<file path="config.mk">
export PLATFORM = sky130hd
export DESIGN_NAME = adaptive_cache_way_shifter_flat
export DESIGN_NICKNAME = d
export VERILOG_FILES = /design/src/rtl/acws_pkg.sv /design/src/rtl/acws_stream_if.sv /design/src/rtl/acws_cfg.sv /design/src/rtl/acws_decide.sv /design/src/rtl/acws_pipe.sv /design/src/rtl/adaptive_cache_way_shifter.sv /design/src/flat_wrapper.sv
export SDC_FILE = /design/constraint.sdc
export NUM_CORES = 1
export LEC_CHECK = 0
export BUFFER_PORTS_ARGS = -buffer_cell sky130_fd_sc_hd__buf_4
export CAP_MARGIN = 20
export CORE_UTILIZATION = 55
export CTS_BUF_LIST = sky130_fd_sc_hd__clkbuf_16
export CTS_CLUSTER_SIZE = 28
export DETAILED_ROUTE_END_ITERATION = 6
export PLACE_DENSITY_LB_ADDON = 0.08
export SKIP_LAST_GASP = 1
export SLEW_MARGIN = 20
export SYNTH_ARGS = -nofsm -noshare
export SYNTH_HDL_FRONTEND = slang
export SYNTH_SLANG_ARGS = --single-unit
</file>
<file path="constraint.sdc">
create_clock -name i_clk -period 5.41 [get_ports i_clk]
set_input_delay 0.541 -clock i_clk [delete_from_list [all_inputs] [get_ports i_clk]]
set_output_delay 0.541 -clock i_clk [all_outputs]
set_load 0.05 [all_outputs]
</file>
<file path="src/rtl/acws_pkg.sv">
// Shared types, codes and helpers of the adaptive cache way shifter.
package acws_pkg;

    localparam int DEF_CORES     = 4;
    localparam int DEF_ORIGIN_L1 = 8;
    localparam int DEF_ORIGIN_L2 = 8;
    localparam int DEF_ORIGIN_L3 = 16;

    localparam int W_WAY      = 8;
    localparam int W_MASK     = 4;
    localparam int CFG_IDX_W  = 3;
    localparam int CFG_DATA_W = 5;
    localparam int REC_SHIFT  = 16;
    localparam int SETTLE_CYCLES = 2;

    localparam logic [CFG_IDX_W-1:0] CFG_SHIFT_MODE    = 3'd0;
    localparam logic [CFG_IDX_W-1:0] CFG_VOTE_LIMIT_L1 = 3'd1;
    localparam logic [CFG_IDX_W-1:0] CFG_VOTE_LIMIT_L2 = 3'd2;
    localparam logic [CFG_IDX_W-1:0] CFG_VOTE_LIMIT_L3 = 3'd3;
    localparam logic [CFG_IDX_W-1:0] CFG_RATIO_L1      = 3'd4;
    localparam logic [CFG_IDX_W-1:0] CFG_RATIO_L2      = 3'd5;
    localparam logic [CFG_IDX_W-1:0] CFG_ADAPTIVE_L2   = 3'd6;
    localparam logic [CFG_IDX_W-1:0] CFG_ADAPTIVE_L3   = 3'd7;

    localparam logic [2:0] MODE_L1_L2 = 3'd2;
    localparam logic [2:0] MODE_L2_L3 = 3'd3;
    localparam logic [2:0] MODE_ALL   = 3'd4;

    localparam logic [2:0] MOVE_NONE     = 3'd0;
    localparam logic [2:0] MOVE_L1_TO_L2 = 3'd1;
    localparam logic [2:0] MOVE_L2_TO_L1 = 3'd2;
    localparam logic [2:0] MOVE_L2_TO_L3 = 3'd3;
    localparam logic [2:0] MOVE_L3_TO_L2 = 3'd4;

    localparam logic ACT_DECIDE   = 1'b0;
    localparam logic ACT_ROLLBACK = 1'b1;

    typedef logic signed [10:0] t_sval;

    typedef struct packed {
        logic              action;
        logic [W_MASK-1:0] miss_mask_l1;
        logic [W_MASK-1:0] miss_mask_l2;
        logic [W_MASK-1:0] miss_mask_l3;
    } t_item;

    typedef struct packed {
        logic             done_res;
        logic [2:0]       move_kind;
        logic [W_WAY-1:0] l1_end_way;
        logic [W_WAY-1:0] l2_start_way;
        logic [W_WAY-1:0] l2_end_way;
        logic [W_WAY-1:0] l3_end_way;
    } t_result;

    typedef struct packed {
        logic [CFG_IDX_W-1:0]  index;
        logic [CFG_DATA_W-1:0] data;
    } t_cfg_wr;

    typedef struct packed {
        logic [W_WAY-1:0] l1_end;
        logic [W_WAY-1:0] l2_start;
        logic [W_WAY-1:0] l2_end;
        logic [W_WAY-1:0] l3_end;
    } t_ways;

    typedef struct packed {
        t_ways      ways;
        t_ways      saved;
        logic       saved_valid;
        logic [2:0] last_move;
    } t_state;

    typedef struct packed {
        logic [2:0]       shift_mode;
        logic [2:0]       vote_limit_l1;
        logic [2:0]       vote_limit_l2;
        logic [2:0]       vote_limit_l3;
        logic [3:0]       half_l1;
        logic [4:0]       step_l2;
        logic [3:0]       adaptive_l2;
        logic [4:0]       adaptive_l3;
        logic [W_WAY-1:0] max_l1;
        logic [W_WAY-1:0] max_l2;
        logic [W_WAY-1:0] max_l3;
    } t_limits;

    function automatic logic [2:0] popcount4(input logic [W_MASK-1:0] m);
        logic [2:0] n;
        n = 3'd0;
        for (int i = 0; i < W_MASK; i++) begin
            n = n + 3'(m[i]);
        end
        return n;
    endfunction

    function automatic logic [W_WAY-1:0] cap8(input logic [10:0] v);
        return (v > 11'd255) ? 8'd255 : v[W_WAY-1:0];
    endfunction

endpackage

</file>
<file path="src/rtl/acws_stream_if.sv">
// Valid/ready channel carrying one item of a given payload type.
interface acws_stream_if #(
    parameter type T_PAYLOAD = logic
);
    logic     valid;
    logic     ready;
    T_PAYLOAD payload;

    modport source (output valid, output payload, input ready);
    modport sink   (input valid, input payload, output ready);
endinterface

</file>
<file path="src/rtl/acws_cfg.sv">
// Configuration registers and the registered way maxima derived from them.
module acws_cfg #(
    parameter int CORES     = acws_pkg::DEF_CORES,
    parameter int ORIGIN_L1 = acws_pkg::DEF_ORIGIN_L1,
    parameter int ORIGIN_L2 = acws_pkg::DEF_ORIGIN_L2,
    parameter int ORIGIN_L3 = acws_pkg::DEF_ORIGIN_L3
) (
    input  logic              i_clk,
    input  logic              i_rst_n,
    acws_stream_if.sink       i_cfg,
    output acws_pkg::t_limits o_limits,
    output logic              o_settled
);
    import acws_pkg::*;

    localparam int unsigned REC_CORES = (2**REC_SHIFT + CORES - 1) / CORES;
    localparam int SETTLE_W = $clog2(SETTLE_CYCLES + 1);

    logic [2:0] r_shift_mode;
    logic [2:0] r_vote_limit_l1;
    logic [2:0] r_vote_limit_l2;
    logic [2:0] r_vote_limit_l3;
    logic [4:0] r_ratio_l1;
    logic [4:0] r_ratio_l2;
    logic [3:0] r_adaptive_l2;
    logic [4:0] r_adaptive_l3;
    logic [SETTLE_W-1:0] r_settle;

    logic [8:0]  r_prod_l1;
    logic [9:0]  r_prod_l2;
    logic [8:0]  r_num_l3;
    logic [16:0] r_rec_l3;
    logic        r_ratio2_zero;
    logic [4:0]  r_step_l2;
    logic [W_WAY-1:0] r_max_l1;
    logic [W_WAY-1:0] r_max_l2;
    logic [W_WAY-1:0] r_max_l3;

    logic        w_fire;
    logic [16:0] w_rec [32];
    logic [21:0] w_step_prod;
    logic [26:0] w_q_l2_prod;
    logic [25:0] w_q_l3_prod;
    logic [10:0] w_sum_l1;
    logic [10:0] w_sum_l2;
    logic [10:0] w_sum_l3;

    assign i_cfg.ready = 1'b1;
    assign w_fire      = i_cfg.valid && i_cfg.ready;

    always_ff @(posedge i_clk) begin
        if (!i_rst_n) begin
            r_shift_mode    <= 3'd0;
            r_vote_limit_l1 <= 3'd2;
            r_vote_limit_l2 <= 3'd2;
            r_vote_limit_l3 <= 3'd2;
            r_ratio_l1      <= 5'd2;
            r_ratio_l2      <= 5'd4;
            r_adaptive_l2   <= 4'd2;
            r_adaptive_l3   <= 5'd4;
        end else if (w_fire) begin
            unique case (i_cfg.payload.index)
                CFG_SHIFT_MODE:    r_shift_mode    <= i_cfg.payload.data[2:0];
                CFG_VOTE_LIMIT_L1: r_vote_limit_l1 <= i_cfg.payload.data[2:0];
                CFG_VOTE_LIMIT_L2: r_vote_limit_l2 <= i_cfg.payload.data[2:0];
                CFG_VOTE_LIMIT_L3: r_vote_limit_l3 <= i_cfg.payload.data[2:0];
                CFG_RATIO_L1:      r_ratio_l1      <= i_cfg.payload.data;
                CFG_RATIO_L2:      r_ratio_l2      <= i_cfg.payload.data;
                CFG_ADAPTIVE_L2:   r_adaptive_l2   <= i_cfg.payload.data[3:0];
                CFG_ADAPTIVE_L3:   r_adaptive_l3   <= i_cfg.payload.data;
                default: ;
            endcase
        end
    end

    always_ff @(posedge i_clk) begin
        if (!i_rst_n) begin
            r_settle <= SETTLE_W'(SETTLE_CYCLES);
        end else if (w_fire) begin
            r_settle <= SETTLE_W'(SETTLE_CYCLES);
        end else if (r_settle != '0) begin
            r_settle <= r_settle - SETTLE_W'(1);
        end
    end

    assign w_rec[0] = '0;
    for (genvar gi = 1; gi < 32; gi++) begin : g_rec
        localparam int unsigned REC = (2**REC_SHIFT + gi - 1) / gi;
        assign w_rec[gi] = 17'(REC);
    end

    assign w_step_prod = 22'(r_ratio_l2) * 22'(REC_CORES);

    always_ff @(posedge i_clk) begin
        r_prod_l1     <= 9'(r_adaptive_l2) * 9'(r_ratio_l1);
        r_prod_l2     <= 10'(r_adaptive_l3) * 10'(r_ratio_l2);
        r_num_l3      <= 9'(r_adaptive_l2) * 9'(CORES);
        r_rec_l3      <= w_rec[r_ratio_l2];
        r_ratio2_zero <= (r_ratio_l2 == 5'd0);
        r_step_l2     <= 5'(w_step_prod >> REC_SHIFT);
    end

    assign w_q_l2_prod = 27'(r_prod_l2) * 27'(REC_CORES);
    assign w_q_l3_prod = 26'(r_num_l3) * 26'(r_rec_l3);
    assign w_sum_l1 = 11'(ORIGIN_L1) + 11'(r_prod_l1 >> 1);
    assign w_sum_l2 = 11'(ORIGIN_L2) + 11'(w_q_l2_prod >> REC_SHIFT);
    assign w_sum_l3 = 11'(ORIGIN_L3) + 11'(w_q_l3_prod >> REC_SHIFT);

    always_ff @(posedge i_clk) begin
        r_max_l1 <= cap8(w_sum_l1);
        r_max_l2 <= cap8(w_sum_l2);
        r_max_l3 <= r_ratio2_zero ? W_WAY'(ORIGIN_L3) : cap8(w_sum_l3);
    end

    always_comb begin
        o_limits.shift_mode    = r_shift_mode;
        o_limits.vote_limit_l1 = r_vote_limit_l1;
        o_limits.vote_limit_l2 = r_vote_limit_l2;
        o_limits.vote_limit_l3 = r_vote_limit_l3;
        o_limits.half_l1       = r_ratio_l1[4:1];
        o_limits.step_l2       = r_step_l2;
        o_limits.adaptive_l2   = r_adaptive_l2;
        o_limits.adaptive_l3   = r_adaptive_l3;
        o_limits.max_l1        = r_max_l1;
        o_limits.max_l2        = r_max_l2;
        o_limits.max_l3        = r_max_l3;
    end

    assign o_settled = (r_settle == '0);

endmodule

</file>
<file path="src/rtl/acws_decide.sv">
// Vote counting, move checks and move selection for one item.
module acws_decide #(
    parameter int CORES     = acws_pkg::DEF_CORES,
    parameter int ORIGIN_L1 = acws_pkg::DEF_ORIGIN_L1,
    parameter int ORIGIN_L2 = acws_pkg::DEF_ORIGIN_L2,
    parameter int ORIGIN_L3 = acws_pkg::DEF_ORIGIN_L3
) (
    input  acws_pkg::t_item   i_item,
    input  acws_pkg::t_state  i_state,
    input  acws_pkg::t_limits i_limits,
    output acws_pkg::t_state  o_next,
    output acws_pkg::t_result o_result
);
    import acws_pkg::*;

    localparam logic [W_MASK-1:0] CORE_MASK =
        (CORES >= 4) ? 4'hF : 4'((1 << CORES) - 1);
    localparam t_sval S_OL1 = t_sval'(ORIGIN_L1);
    localparam t_sval S_OL2 = t_sval'(ORIGIN_L2);
    localparam t_sval S_OL3 = t_sval'(ORIGIN_L3);

    t_ways p;
    t_sval s_p0, s_p1, s_p2, s_p3;
    t_sval s_half, s_step, s_a2, s_a3, s_max1, s_max2, s_max3;
    t_sval n_12, n_21, n_23e, n_23s, n_32s, n_32e;
    logic [2:0] v1, v2, v3, v12, v23;
    logic ok_12, ok_21, ok_23, ok_32;
    t_ways w_12, w_21, w_23, w_32, w_sel;
    logic [2:0] kind;

    assign p = i_state.ways;

    assign s_p0   = $signed({3'b000, p.l1_end});
    assign s_p1   = $signed({3'b000, p.l2_start});
    assign s_p2   = $signed({3'b000, p.l2_end});
    assign s_p3   = $signed({3'b000, p.l3_end});
    assign s_half = $signed({7'b0, i_limits.half_l1});
    assign s_step = $signed({6'b0, i_limits.step_l2});
    assign s_a2   = $signed({7'b0, i_limits.adaptive_l2});
    assign s_a3   = $signed({6'b0, i_limits.adaptive_l3});
    assign s_max1 = $signed({3'b000, i_limits.max_l1});
    assign s_max2 = $signed({3'b000, i_limits.max_l2});
    assign s_max3 = $signed({3'b000, i_limits.max_l3});

    assign v1  = popcount4(i_item.miss_mask_l1 & CORE_MASK);
    assign v2  = popcount4(i_item.miss_mask_l2 & CORE_MASK);
    assign v3  = popcount4(i_item.miss_mask_l3 & CORE_MASK);
    assign v12 = popcount4(i_item.miss_mask_l2 & ~i_item.miss_mask_l1 & CORE_MASK);
    assign v23 = popcount4(i_item.miss_mask_l3 & ~i_item.miss_mask_l2 & CORE_MASK);

    assign n_12  = s_p0 - s_half;
    assign n_21  = s_p0 + s_half;
    assign n_23e = s_p2 - s_step;
    assign n_23s = s_p1 + s_step;
    assign n_32s = s_p1 - s_step;
    assign n_32e = s_p2 + s_step;

    always_comb begin
        ok_12 = (s_p0 > S_OL1) && (s_p1 > 0) && (n_12 > S_OL1);
        w_12  = '{l1_end: W_WAY'(n_12), l2_start: W_WAY'(s_p1 - 1),
                  l2_end: p.l2_end, l3_end: p.l3_end};

        ok_21 = (s_p0 < s_max1) && (s_p1 < s_a2 - 1) && (n_21 < s_max1);
        w_21  = '{l1_end: W_WAY'(n_21), l2_start: W_WAY'(s_p1 + 1),
                  l2_end: p.l2_end, l3_end: p.l3_end};

        if (s_p2 > S_OL2) begin
            ok_23 = (n_23e >= S_OL2) && (s_p3 < S_OL3);
            w_23  = '{l1_end: p.l1_end, l2_start: p.l2_start,
                      l2_end: W_WAY'(n_23e), l3_end: W_WAY'(s_p3 + 1)};
        end else begin
            ok_23 = (s_p1 < s_a2 - 1) && (n_23s < s_a2) && (s_p3 < s_max3);
            w_23  = '{l1_end: p.l1_end, l2_start: W_WAY'(n_23s),
                      l2_end: p.l2_end, l3_end: W_WAY'(s_p3 + 1)};
        end

        if (s_p3 > S_OL3) begin
            ok_32 = (n_32s >= 0);
            w_32  = '{l1_end: p.l1_end, l2_start: W_WAY'(n_32s),
                      l2_end: p.l2_end, l3_end: W_WAY'(s_p3 - 1)};
        end else begin
            ok_32 = (s_p3 + s_a3 >= S_OL3) && (s_p3 > 0) && (n_32e < s_max2);
            w_32  = '{l1_end: p.l1_end, l2_start: p.l2_start,
                      l2_end: W_WAY'(n_32e), l3_end: W_WAY'(s_p3 - 1)};
        end
    end

    always_comb begin
        kind = MOVE_NONE;
        case (i_limits.shift_mode)
            MODE_L1_L2: begin
                if (v1 >= i_limits.vote_limit_l1) begin
                    if (ok_21) kind = MOVE_L2_TO_L1;
                end else if (v12 >= i_limits.vote_limit_l2) begin
                    if (ok_12) kind = MOVE_L1_TO_L2;
                end
            end
            MODE_L2_L3: begin
                if (v2 >= i_limits.vote_limit_l2) begin
                    if (ok_32) kind = MOVE_L3_TO_L2;
                end else if (v23 >= i_limits.vote_limit_l3) begin
                    if (ok_23) kind = MOVE_L2_TO_L3;
                end
            end
            MODE_ALL: begin
                if (v2 >= i_limits.vote_limit_l2) begin
                    if (ok_32) begin
                        kind = MOVE_L3_TO_L2;
                    end else if (v1 < i_limits.vote_limit_l1 && ok_12) begin
                        kind = MOVE_L1_TO_L2;
                    end
                end else if (v1 >= i_limits.vote_limit_l1) begin
                    if (ok_21) kind = MOVE_L2_TO_L1;
                end else if (v3 >= i_limits.vote_limit_l3) begin
                    if (ok_23) kind = MOVE_L2_TO_L3;
                end
            end
            default: kind = MOVE_NONE;
        endcase
    end

    always_comb begin
        case (kind)
            MOVE_L1_TO_L2: w_sel = w_12;
            MOVE_L2_TO_L1: w_sel = w_21;
            MOVE_L2_TO_L3: w_sel = w_23;
            MOVE_L3_TO_L2: w_sel = w_32;
            default:       w_sel = p;
        endcase
    end

    always_comb begin
        o_next             = i_state;
        o_result.done_res  = 1'b0;
        o_result.move_kind = MOVE_NONE;
        if (i_item.action == ACT_ROLLBACK) begin
            if (i_state.saved_valid) begin
                o_next.ways        = i_state.saved;
                o_next.saved_valid = 1'b0;
                o_result.done_res  = 1'b1;
                o_result.move_kind = i_state.last_move;
            end
        end else if (kind != MOVE_NONE) begin
            o_next.saved       = p;
            o_next.saved_valid = 1'b1;
            o_next.last_move   = kind;
            o_next.ways        = w_sel;
            o_result.done_res  = 1'b1;
            o_result.move_kind = kind;
        end
        o_result.l1_end_way   = o_next.ways.l1_end;
        o_result.l2_start_way = o_next.ways.l2_start;
        o_result.l2_end_way   = o_next.ways.l2_end;
        o_result.l3_end_way   = o_next.ways.l3_end;
    end

endmodule

</file>
<file path="src/rtl/acws_pipe.sv">
// Input register, way state and result register with their flow control.
module acws_pipe #(
    parameter int ORIGIN_L1 = acws_pkg::DEF_ORIGIN_L1,
    parameter int ORIGIN_L2 = acws_pkg::DEF_ORIGIN_L2,
    parameter int ORIGIN_L3 = acws_pkg::DEF_ORIGIN_L3
) (
    input  logic              i_clk,
    input  logic              i_rst_n,
    acws_stream_if.sink       i_in,
    acws_stream_if.source     o_res,
    input  logic              i_settled,
    input  acws_pkg::t_state  i_next,
    input  acws_pkg::t_result i_result,
    output acws_pkg::t_item   o_item,
    output acws_pkg::t_state  o_state
);
    import acws_pkg::*;

    logic    r_in_valid;
    t_item   r_item;
    logic    r_out_valid;
    t_result r_out;
    t_state  r_state;
    logic    w_adv;
    logic    w_take;

    assign w_adv       = r_in_valid && (!r_out_valid || o_res.ready);
    assign i_in.ready  = i_settled && (!r_in_valid || w_adv);
    assign w_take      = i_in.valid && i_in.ready;

    always_ff @(posedge i_clk) begin
        if (!i_rst_n) begin
            r_in_valid <= 1'b0;
        end else if (w_take) begin
            r_in_valid <= 1'b1;
        end else if (w_adv) begin
            r_in_valid <= 1'b0;
        end
    end

    always_ff @(posedge i_clk) begin
        if (w_take) begin
            r_item <= i_in.payload;
        end
    end

    always_ff @(posedge i_clk) begin
        if (!i_rst_n) begin
            r_state.ways.l1_end   <= W_WAY'(ORIGIN_L1);
            r_state.ways.l2_start <= '0;
            r_state.ways.l2_end   <= W_WAY'(ORIGIN_L2);
            r_state.ways.l3_end   <= W_WAY'(ORIGIN_L3);
            r_state.saved         <= '0;
            r_state.saved_valid   <= 1'b0;
            r_state.last_move     <= MOVE_NONE;
        end else if (w_adv) begin
            r_state <= i_next;
        end
    end

    always_ff @(posedge i_clk) begin
        if (!i_rst_n) begin
            r_out_valid <= 1'b0;
        end else if (w_adv) begin
            r_out_valid <= 1'b1;
        end else if (o_res.ready) begin
            r_out_valid <= 1'b0;
        end
    end

    always_ff @(posedge i_clk) begin
        if (w_adv) begin
            r_out <= i_result;
        end
    end

    assign o_res.valid   = r_out_valid;
    assign o_res.payload = r_out;
    assign o_item        = r_item;
    assign o_state       = r_state;

endmodule

</file>
<file path="src/rtl/adaptive_cache_way_shifter.sv">
// Adaptive cache way shifter: top level.
//
// Channels: i_in takes items (decide or roll back with per-core miss masks),
// o_res returns one result item per input item, i_cfg writes the eight
// configuration registers by index and is always ready.
// Flow: an accepted item waits in the input register while the vote, check
// and selection logic works on it against the current way positions.
// Throughput: one item per cycle when not stalled or settling, set by the
// single pass between the input register and the result register; the way
// state updates at the same edge as the result register, so the next item
// sees it at once.
// Reset: way positions return to their origin counts with L2 start at zero,
// the saved snapshot clears, and i_in.ready stays low while the way maxima
// are derived from the reset register values.
// Configuration: after each write i_in.ready drops while the maxima pipeline
// recomputes.
// Stall: when o_res is held off, the result holds; one more item may wait in
// the input register, after which i_in.ready drops.
module adaptive_cache_way_shifter #(
    parameter int CORES     = acws_pkg::DEF_CORES,
    parameter int ORIGIN_L1 = acws_pkg::DEF_ORIGIN_L1,
    parameter int ORIGIN_L2 = acws_pkg::DEF_ORIGIN_L2,
    parameter int ORIGIN_L3 = acws_pkg::DEF_ORIGIN_L3
) (
    input  logic          i_clk,
    input  logic          i_rst_n,
    acws_stream_if.sink   i_in,
    acws_stream_if.source o_res,
    acws_stream_if.sink   i_cfg
);
    import acws_pkg::*;

    t_limits w_limits;
    logic    w_settled;
    t_item   w_item;
    t_state  w_state;
    t_state  w_next;
    t_result w_result;

    acws_cfg #(
        .CORES     (CORES),
        .ORIGIN_L1 (ORIGIN_L1),
        .ORIGIN_L2 (ORIGIN_L2),
        .ORIGIN_L3 (ORIGIN_L3)
    ) u_cfg (
        .i_clk     (i_clk),
        .i_rst_n   (i_rst_n),
        .i_cfg     (i_cfg),
        .o_limits  (w_limits),
        .o_settled (w_settled)
    );

    acws_decide #(
        .CORES     (CORES),
        .ORIGIN_L1 (ORIGIN_L1),
        .ORIGIN_L2 (ORIGIN_L2),
        .ORIGIN_L3 (ORIGIN_L3)
    ) u_decide (
        .i_item   (w_item),
        .i_state  (w_state),
        .i_limits (w_limits),
        .o_next   (w_next),
        .o_result (w_result)
    );

    acws_pipe #(
        .ORIGIN_L1 (ORIGIN_L1),
        .ORIGIN_L2 (ORIGIN_L2),
        .ORIGIN_L3 (ORIGIN_L3)
    ) u_pipe (
        .i_clk     (i_clk),
        .i_rst_n   (i_rst_n),
        .i_in      (i_in),
        .o_res     (o_res),
        .i_settled (w_settled),
        .i_next    (w_next),
        .i_result  (w_result),
        .o_item    (w_item),
        .o_state   (w_state)
    );

endmodule

</file>
<file path="src/flat_wrapper.sv">
// flat-port wrapper written by rule: the top's interface ports become plain ports
module adaptive_cache_way_shifter_flat import acws_pkg::*;
#(
    parameter int CORES     = acws_pkg::DEF_CORES,
    parameter int ORIGIN_L1 = acws_pkg::DEF_ORIGIN_L1,
    parameter int ORIGIN_L2 = acws_pkg::DEF_ORIGIN_L2,
    parameter int ORIGIN_L3 = acws_pkg::DEF_ORIGIN_L3
)
  (i_clk, i_rst_n, i_in_valid, i_in_payload, i_in_ready, o_res_valid, o_res_payload, o_res_ready, i_cfg_valid, i_cfg_payload, i_cfg_ready);
  acws_stream_if #(.T_PAYLOAD(t_item)) i_in_i ();
  acws_stream_if #(.T_PAYLOAD(t_result)) o_res_i ();
  acws_stream_if #(.T_PAYLOAD(t_cfg_wr)) i_cfg_i ();
  input  logic i_clk;
  input  logic i_rst_n;
  input wire logic [$bits(i_in_i.valid)-1:0] i_in_valid;
  input wire logic [$bits(i_in_i.payload)-1:0] i_in_payload;
  output wire logic [$bits(i_in_i.ready)-1:0] i_in_ready;
  output wire logic [$bits(o_res_i.valid)-1:0] o_res_valid;
  output wire logic [$bits(o_res_i.payload)-1:0] o_res_payload;
  input wire logic [$bits(o_res_i.ready)-1:0] o_res_ready;
  input wire logic [$bits(i_cfg_i.valid)-1:0] i_cfg_valid;
  input wire logic [$bits(i_cfg_i.payload)-1:0] i_cfg_payload;
  output wire logic [$bits(i_cfg_i.ready)-1:0] i_cfg_ready;
  assign i_in_i.valid = i_in_valid;
  assign i_in_i.payload = i_in_payload;
  assign i_in_ready = i_in_i.ready;
  assign o_res_valid = o_res_i.valid;
  assign o_res_payload = o_res_i.payload;
  assign o_res_i.ready = o_res_ready;
  assign i_cfg_i.valid = i_cfg_valid;
  assign i_cfg_i.payload = i_cfg_payload;
  assign i_cfg_ready = i_cfg_i.ready;
  adaptive_cache_way_shifter #(.CORES(CORES), .ORIGIN_L1(ORIGIN_L1), .ORIGIN_L2(ORIGIN_L2), .ORIGIN_L3(ORIGIN_L3)) u_core (.i_clk(i_clk), .i_rst_n(i_rst_n), .i_in(i_in_i), .o_res(o_res_i), .i_cfg(i_cfg_i));
endmodule
</file>
==> Yosys cells after proc, flatten, opt, wreduce, memory -nomap -nowiden <==
Memories as Yosys holds them, arrays and structs flattened. A register that Yosys moved wholly into a read port is not among the register bits.
Cells that the tools add are included.
{ "classes": {"bitwise_logic": 7, "n_reduce_logical": 37, "shifts": 0, "div": 0, "order_cmp": 25, "n_addsub": 31, "mux": 31, "eq_ne": 14, "n_mul": 3} }
{ "ops": {"columns": ["op", "count"], "rows": [
  ["$pmux 32 s4", 1],
  ["$mux 68", 1],
  ["$mux 32", 2],
  ["$mux 24", 2],
  ["$mul 4x17->21", 1],
  ["$mux 3", 7],
  ["$add 4x8->9 const A", 2],
  ["$add 8x3->9", 2],
  ["$eq 3x2->1 const B", 6],
  ["$eq 3x3->1 const B", 6],
  ["$ge 9x5->1 const B", 2],
  ["$gt 9x8->1 const B", 2],
  ["$lt 9x8->1", 2],
  ["$reduce_and 2->1", 9],
  ["$sub 8x3->9", 2],
  ["$add 8x1->8 const B", 2],
  ["$gt 8x1->1 const B", 2],
  ["$gt 8x4->1 const B", 2],
  ["$lt 8x8->1", 2],
  ["$sub 8x1->8 const B", 2],
  ["$add 2x1->3", 5],
  ["$add 3x1->3", 5],
  ["$ge 3x3->1", 5],
  ["$logic_and 1x1->1", 13],
  ["other kinds (36)", 63]
]} }
{ "totals": {"inputBits": 26, "register_bits": 203, "mem_bits_rw": 0, "out_inout_bits": 39, "word_cells": 189, "n_memories": 1, "latchBits": 0, "rom_bits": 544} }
{ "mem_list": {"columns": ["name", "words", "width", "rd", "rd_clocked_by_memory_dff", "wr", "line", "source"], "rows": [
  ["(name not given)", 32, 17, 1, 1, 0, "acws_cfg.sv:98", "r_rec_l3 <= w_rec[r_ratio_l2];"]
]} }

==> Longest topological paths before layout <==
{ "logic_depth": {"ltp_word": 14, "mapped_depth": 26, "depth_no_buf": 25} }

==> Hierarchy <==
A second synthesis with hierarchy kept.
{ "hier_totals": {"cells_unflattened": 1991, "hier_area_um2": 17151.4} }
{ "modules_own_cells": {"columns": ["module", "n_inst", "seq_area_each_um2", "area_per_inst_um2", "cells_per_inst"], "rows": [
  ["acws_cfg", 1, 1961.9, 6934.2, 782],
  ["acws_decide", 1, 0.0, 5899.4, 854],
  ["acws_pipe", 1, 2872.8, 4317.9, 355]
]} }

==> Least setup slack after synthesis <==
OpenSTA, ideal clock, no wires.
{ "synth_path": {"path_kind": "flip-flop to flip-flop", "from": "reg u_core.u_cfg.r_ratio_l1[3]", "to": "reg u_core.u_pipe.r_out, in the netlist u_core.u_pipe.o_res.payload[23] (data pin)", "synth_period_minus_slack_ps": 5366, "arrival_time_ps": 5109, "required_ps": 5153, "slack_ps": 44, "path_buffers": 3, "path_stages_with_launch": 27, "setup_time_ps": 257, "cell_sequence": "dfxtp_1 > inv_1 > ha_1 > clkbuf_1 > o21bai_1 > a21oi_1 > o2111ai_1 > xnor2_1 > ha_1 > a2111oi_0 > o211ai_1 > nor4_1 > and3_1 > clkbuf_1 > clkbuf_1 > inv_1 > ha_1 > a21o_1 > a21oi_1 > nor2b_1 > o21a_1 > nor4_1 > nor3_1 > xor2_1 > mux2i_1 > a21oi_1 > nor2b_1"} }
{ "synth_rtl": {"columns": ["element", "line", "source"], "rows": [
  ["start, declared", "acws_cfg.sv:23", "logic [4:0] r_ratio_l1;"],
  ["start signal, assigned", "acws_cfg.sv:67", "CFG_RATIO_L1: r_ratio_l1 <= i_cfg.payload.data;"],
  ["end signal, assigned", "acws_pipe.sv:73", "r_out <= i_result;"],
  ["end, declared", "acws_pipe.sv:22", "t_result r_out;"]
]} }

==> results.md <==
- Worst-Skew Late Latency: 0.53 ns
- Synthesized Nets: 1,999
- Final setup viols: 0
- Pin count of the biggest net entering global routing: 50
- Clk root buf: clkbuf_16
- Placement-stage cell area: 16,200 um^2
- Clock sink count: 217
- Routed Wire Length: roughly 38 mm
- Drt drc: 0
- Rel. slew slack: between 20% and 30%
- Number of fill cells: between 2,000 and 2,500
- Hold WC Path Type: in -> reg
- R2R Setup Slk: ~0.31 ns
- Initial core utilization: 56.5%
- DIE AREA: 28,500 um^2
- Iter 0 DRT Violations: 896
- Cells after Synth: 1,749
- Post-Syn Area: about 15,000 um^2
- Sequential area share after synthesis: 31.6%
- Max Cap Viol: 0
- Diode count: 0
- Multi-input combinational cell area: slightly below 10,000 um^2
- Port Buffers: 63
- Area delta synth->final: 11.6%
- CTS Hold Bufs: 0
- Worst slew pin tran: 1.05 ns
- Clock transition at the registers of the reported paths: 0.06 ns
- IO Pins: 65
- Total CTS buffers: 26
- Layout Cell Area excl Fill: roughly 17,000 um^2
- Most frequent cells in the layout: nand2_1 (251), ha_1 (165), dfxtp_1 (164)
- Post-DP HPWL: ~28 mm
- Most used DFF post-synth: dfxtp_1
- RePlAce Congestion: ~0.9
- Status: complete, no violations
- Total number of vias: 12,600
- P_leak: 7.69 nW
- Post-synth EDFFs: 49
- Reg area: about 4800 um^2
- Fraction of registers with async set/reset: 0%
- #FFs+latches synth: 217
- Most common cell after layout, fill and taps aside: nand2_1
- Final Critical Period: 5.10 ns
- Die Wd: approximately 170 um
- Clock buffer depth: 3
- Grt ovf: 0
- H-Tree Depth: 1
- Share of post-route cells with drive strength above 1: 9.94%
- Final setup skew: 0.0251 ns
- Final Slew Violations: 0
- Routed WL per cell: 17.4 um
- Fmax: roughly 0.20 GHz
- Critical Path Source Type: flip-flop
- Crit path DAT: 5.52 ns
- Worst vdd ir: 0.218 mV
- Vias in the first global route: 12,000
- Routed Antenna Nets: 0
- # rows: 60
- Chip Height: 169 um
- Synth cell types: 85
- Final period utilization: 94.2%
- First-pass GRT wire length: 61.9 mm
- PwrDens: 218 nW/um^2
- YS warnings: 0
- Total GRT Usage: 27.0%
- Initial antenna violation count: 0
- Crit path max fanout: 6
- Setup TNS after final layout: 0 ns
- Core Area: 27,100 um^2
- Vias/cell: 5.76
- Worst path required time: between 5 and 6 ns
- Crit Path Class: reg -> reg
- Nets@finish: 2,043
- Pre-Repair DR Iteration Count: 6
- CTS tree: done
- Final Hold Viols: 0
- CP Capture Type: flip-flop
- Post-Syn Area per Cell: 8.75 um^2
==> layout make-up <==
| type | count | area share (%) |
|---|---|---|
| well taps | 372 | 2.73 |
| repair buffers | 102 | 4.71 |
| multi-input cells | 1304 | 56.4 |
| clock inverters | 19 | 0.726 |
| inverters | 142 | 3.14 |
| clock buffers | 27 | 3.96 |
| flip-flops and latches | 217 | 28.3 |
==> metrics by stage <==
stage | hold slack, ns | setup slack (ns) | util [%] | power, mW | std cells
floorplan | 0.329 | 0.0436 | - | 2.00 | 1749
global route | 0.179 | -0.0415 | 63.0 | 3.85 | 2183
global placement | 0.413 | 0.362 | 59.8 | 2.11 | 2134
detailed placement | 0.410 | 0.188 | 59.8 | 2.11 | 2134
finish | 0.186 | 0.315 | 63.0 | 3.72 | 2183
CTS | 0.172 | 0.173 | 62.8 | 3.74 | 2180
==> layer usage <==
layer	vias to the layer above	GRT usage, %	wire length [um]	part of all wire, %
met5	-	0	0	0
met4	0	8.38	1140	3.0
met3	54	3.16	2230	5.9
met2	399	44.9	17300	46
met1	5954	36.7	17300	46
li1	6165	-	-	-
==> kinds of logic after synthesis <==
group	count (synthesis)	share of synthesized area (%)
buffers and inverters	228	5.76
DFF	217	31.6
muxes	45	2.96
xor gates and xnor gates	64	3.66
and+or+nand+nor	577	17.5
AOI/OAI and AO/OA	390	17.1
adders and majority gates	227	21.4
other	1	0.0245
==> state kept, by name, indices dropped and copies added, names as in the netlist, 4 cells and up <==
register	flops
u_core.u_pipe.o_state	68
u_core.u_pipe.o_res.payload	36
u_core.u_cfg.r_rec_l3	17
u_core.u_pipe.o_item	13
u_core.u_cfg.r_max_l1	8
u_core.u_cfg.r_max_l2	8
u_core.u_cfg.r_max_l3	8
u_core.u_cfg.r_prod_l1	8
u_core.u_cfg.r_prod_l2	8
u_core.u_cfg.r_adaptive_l3	5
u_core.u_cfg.r_ratio_l1	5
u_core.u_cfg.r_ratio_l2	5
u_core.u_cfg.r_adaptive_l2	4
u_core.u_cfg.r_num_l3	4
==> power breakdown <==
| part | switching, mW | internal, mW | leakage, nW |
|---|---|---|---|
| clock | 0.683 | 0.947 | 0.397 |
| sequential | 0.0353 | 1.69 | 1.85 |
| combinational | 0.220 | 0.144 | 5.45 |
| total | 0.938 | 2.78 | 7.69 |
==> worst paths after layout <==
kind                                               start                                      to  cells after the start
setup reg to reg  u_core.u_pipe.o_state[44]$_SDFFE_PN0P_  u_core.u_pipe.o_state[43]$_SDFFE_PN0P_                     23
hold reg to reg        u_core.u_cfg.r_prod_l2[5]$_DFF_P_     u_core.u_cfg.r_max_l2[3]$_SDFF_PN1_                      1
hold / removal                          i_in_payload[12]      u_core.u_pipe.o_item[12]$_DFFE_PP_                      1
setup / recovery  u_core.u_pipe.o_state[44]$_SDFFE_PN0P_  u_core.u_pipe.o_state[43]$_SDFFE_PN0P_                     23
==> cells in the mapped netlist (all sizes together), types with 5 or more instances <==
cell type	count	share of area (%)
o31ai	9	0.53
or4	6	0.32
clkbuf	70	1.7
o21bai	10	0.49
nor2b	32	1.3
nor2	123	3.0
o211ai	19	0.96
a21o	20	0.98
nor3	26	0.85
o21ai	66	2.2
o21ba	7	0.46
o221ai	6	0.34
and2	40	1.6
fa	58	7.6
mux2i	43	2.8
o22ai	8	0.33
a2111oi	5	0.41
a21boi	6	0.29
and3	8	0.33
ha	166	14
clkinv	5	0.12
nand3	14	0.46
a22oi	18	0.88
o21a	7	0.34
nand2	252	6.2
a211oi	14	0.77
xnor2	44	2.5
nand4	12	0.49
nand2b	26	1.1
nand4b	5	0.29
and4	6	0.34
inv	137	3.4
edfxtp	49	9.6
nor4	8	0.33
a31oi	17	0.69
o2bb2ai	9	0.52
xor2	20	1.1
dfxtp	168	22
or3	8	0.33
a21oi	119	3.9
buf	16	0.56
==> critical path, cell delays in order, from the launching register on <==
cell and delay, ns:
dfxtp_1 0.44, ha_1 0.20, inv_1 0.05, fa_1 0.39
o21bai_1 0.19, nand4_1 0.21, xnor2_1 0.20, ha_1 0.32
a21oi_1 0.16, o21a_1 0.14, o21ai_0 0.10, a221oi_2 0.36
o211ai_2 0.15, clkinvlp_4 0.16, ha_1 0.23, a21o_1 0.18
a21oi_1 0.23, o21bai_1 0.10, a21oi_1 0.24, o21ai_0 0.15
mux2i_1 0.24, o21ai_0 0.11, a21bo_2 0.24, o21ba_2 0.19
==> timing repair <==
| item | CTS | global route |
|---|---|---|
| setup buffers | 0 | 3 |
| resized for setup | 0 | 14 |
| endpoints found under the setup margin | 0 | 9 |
No activity file was read; power rests on OpenSTA's default activity.
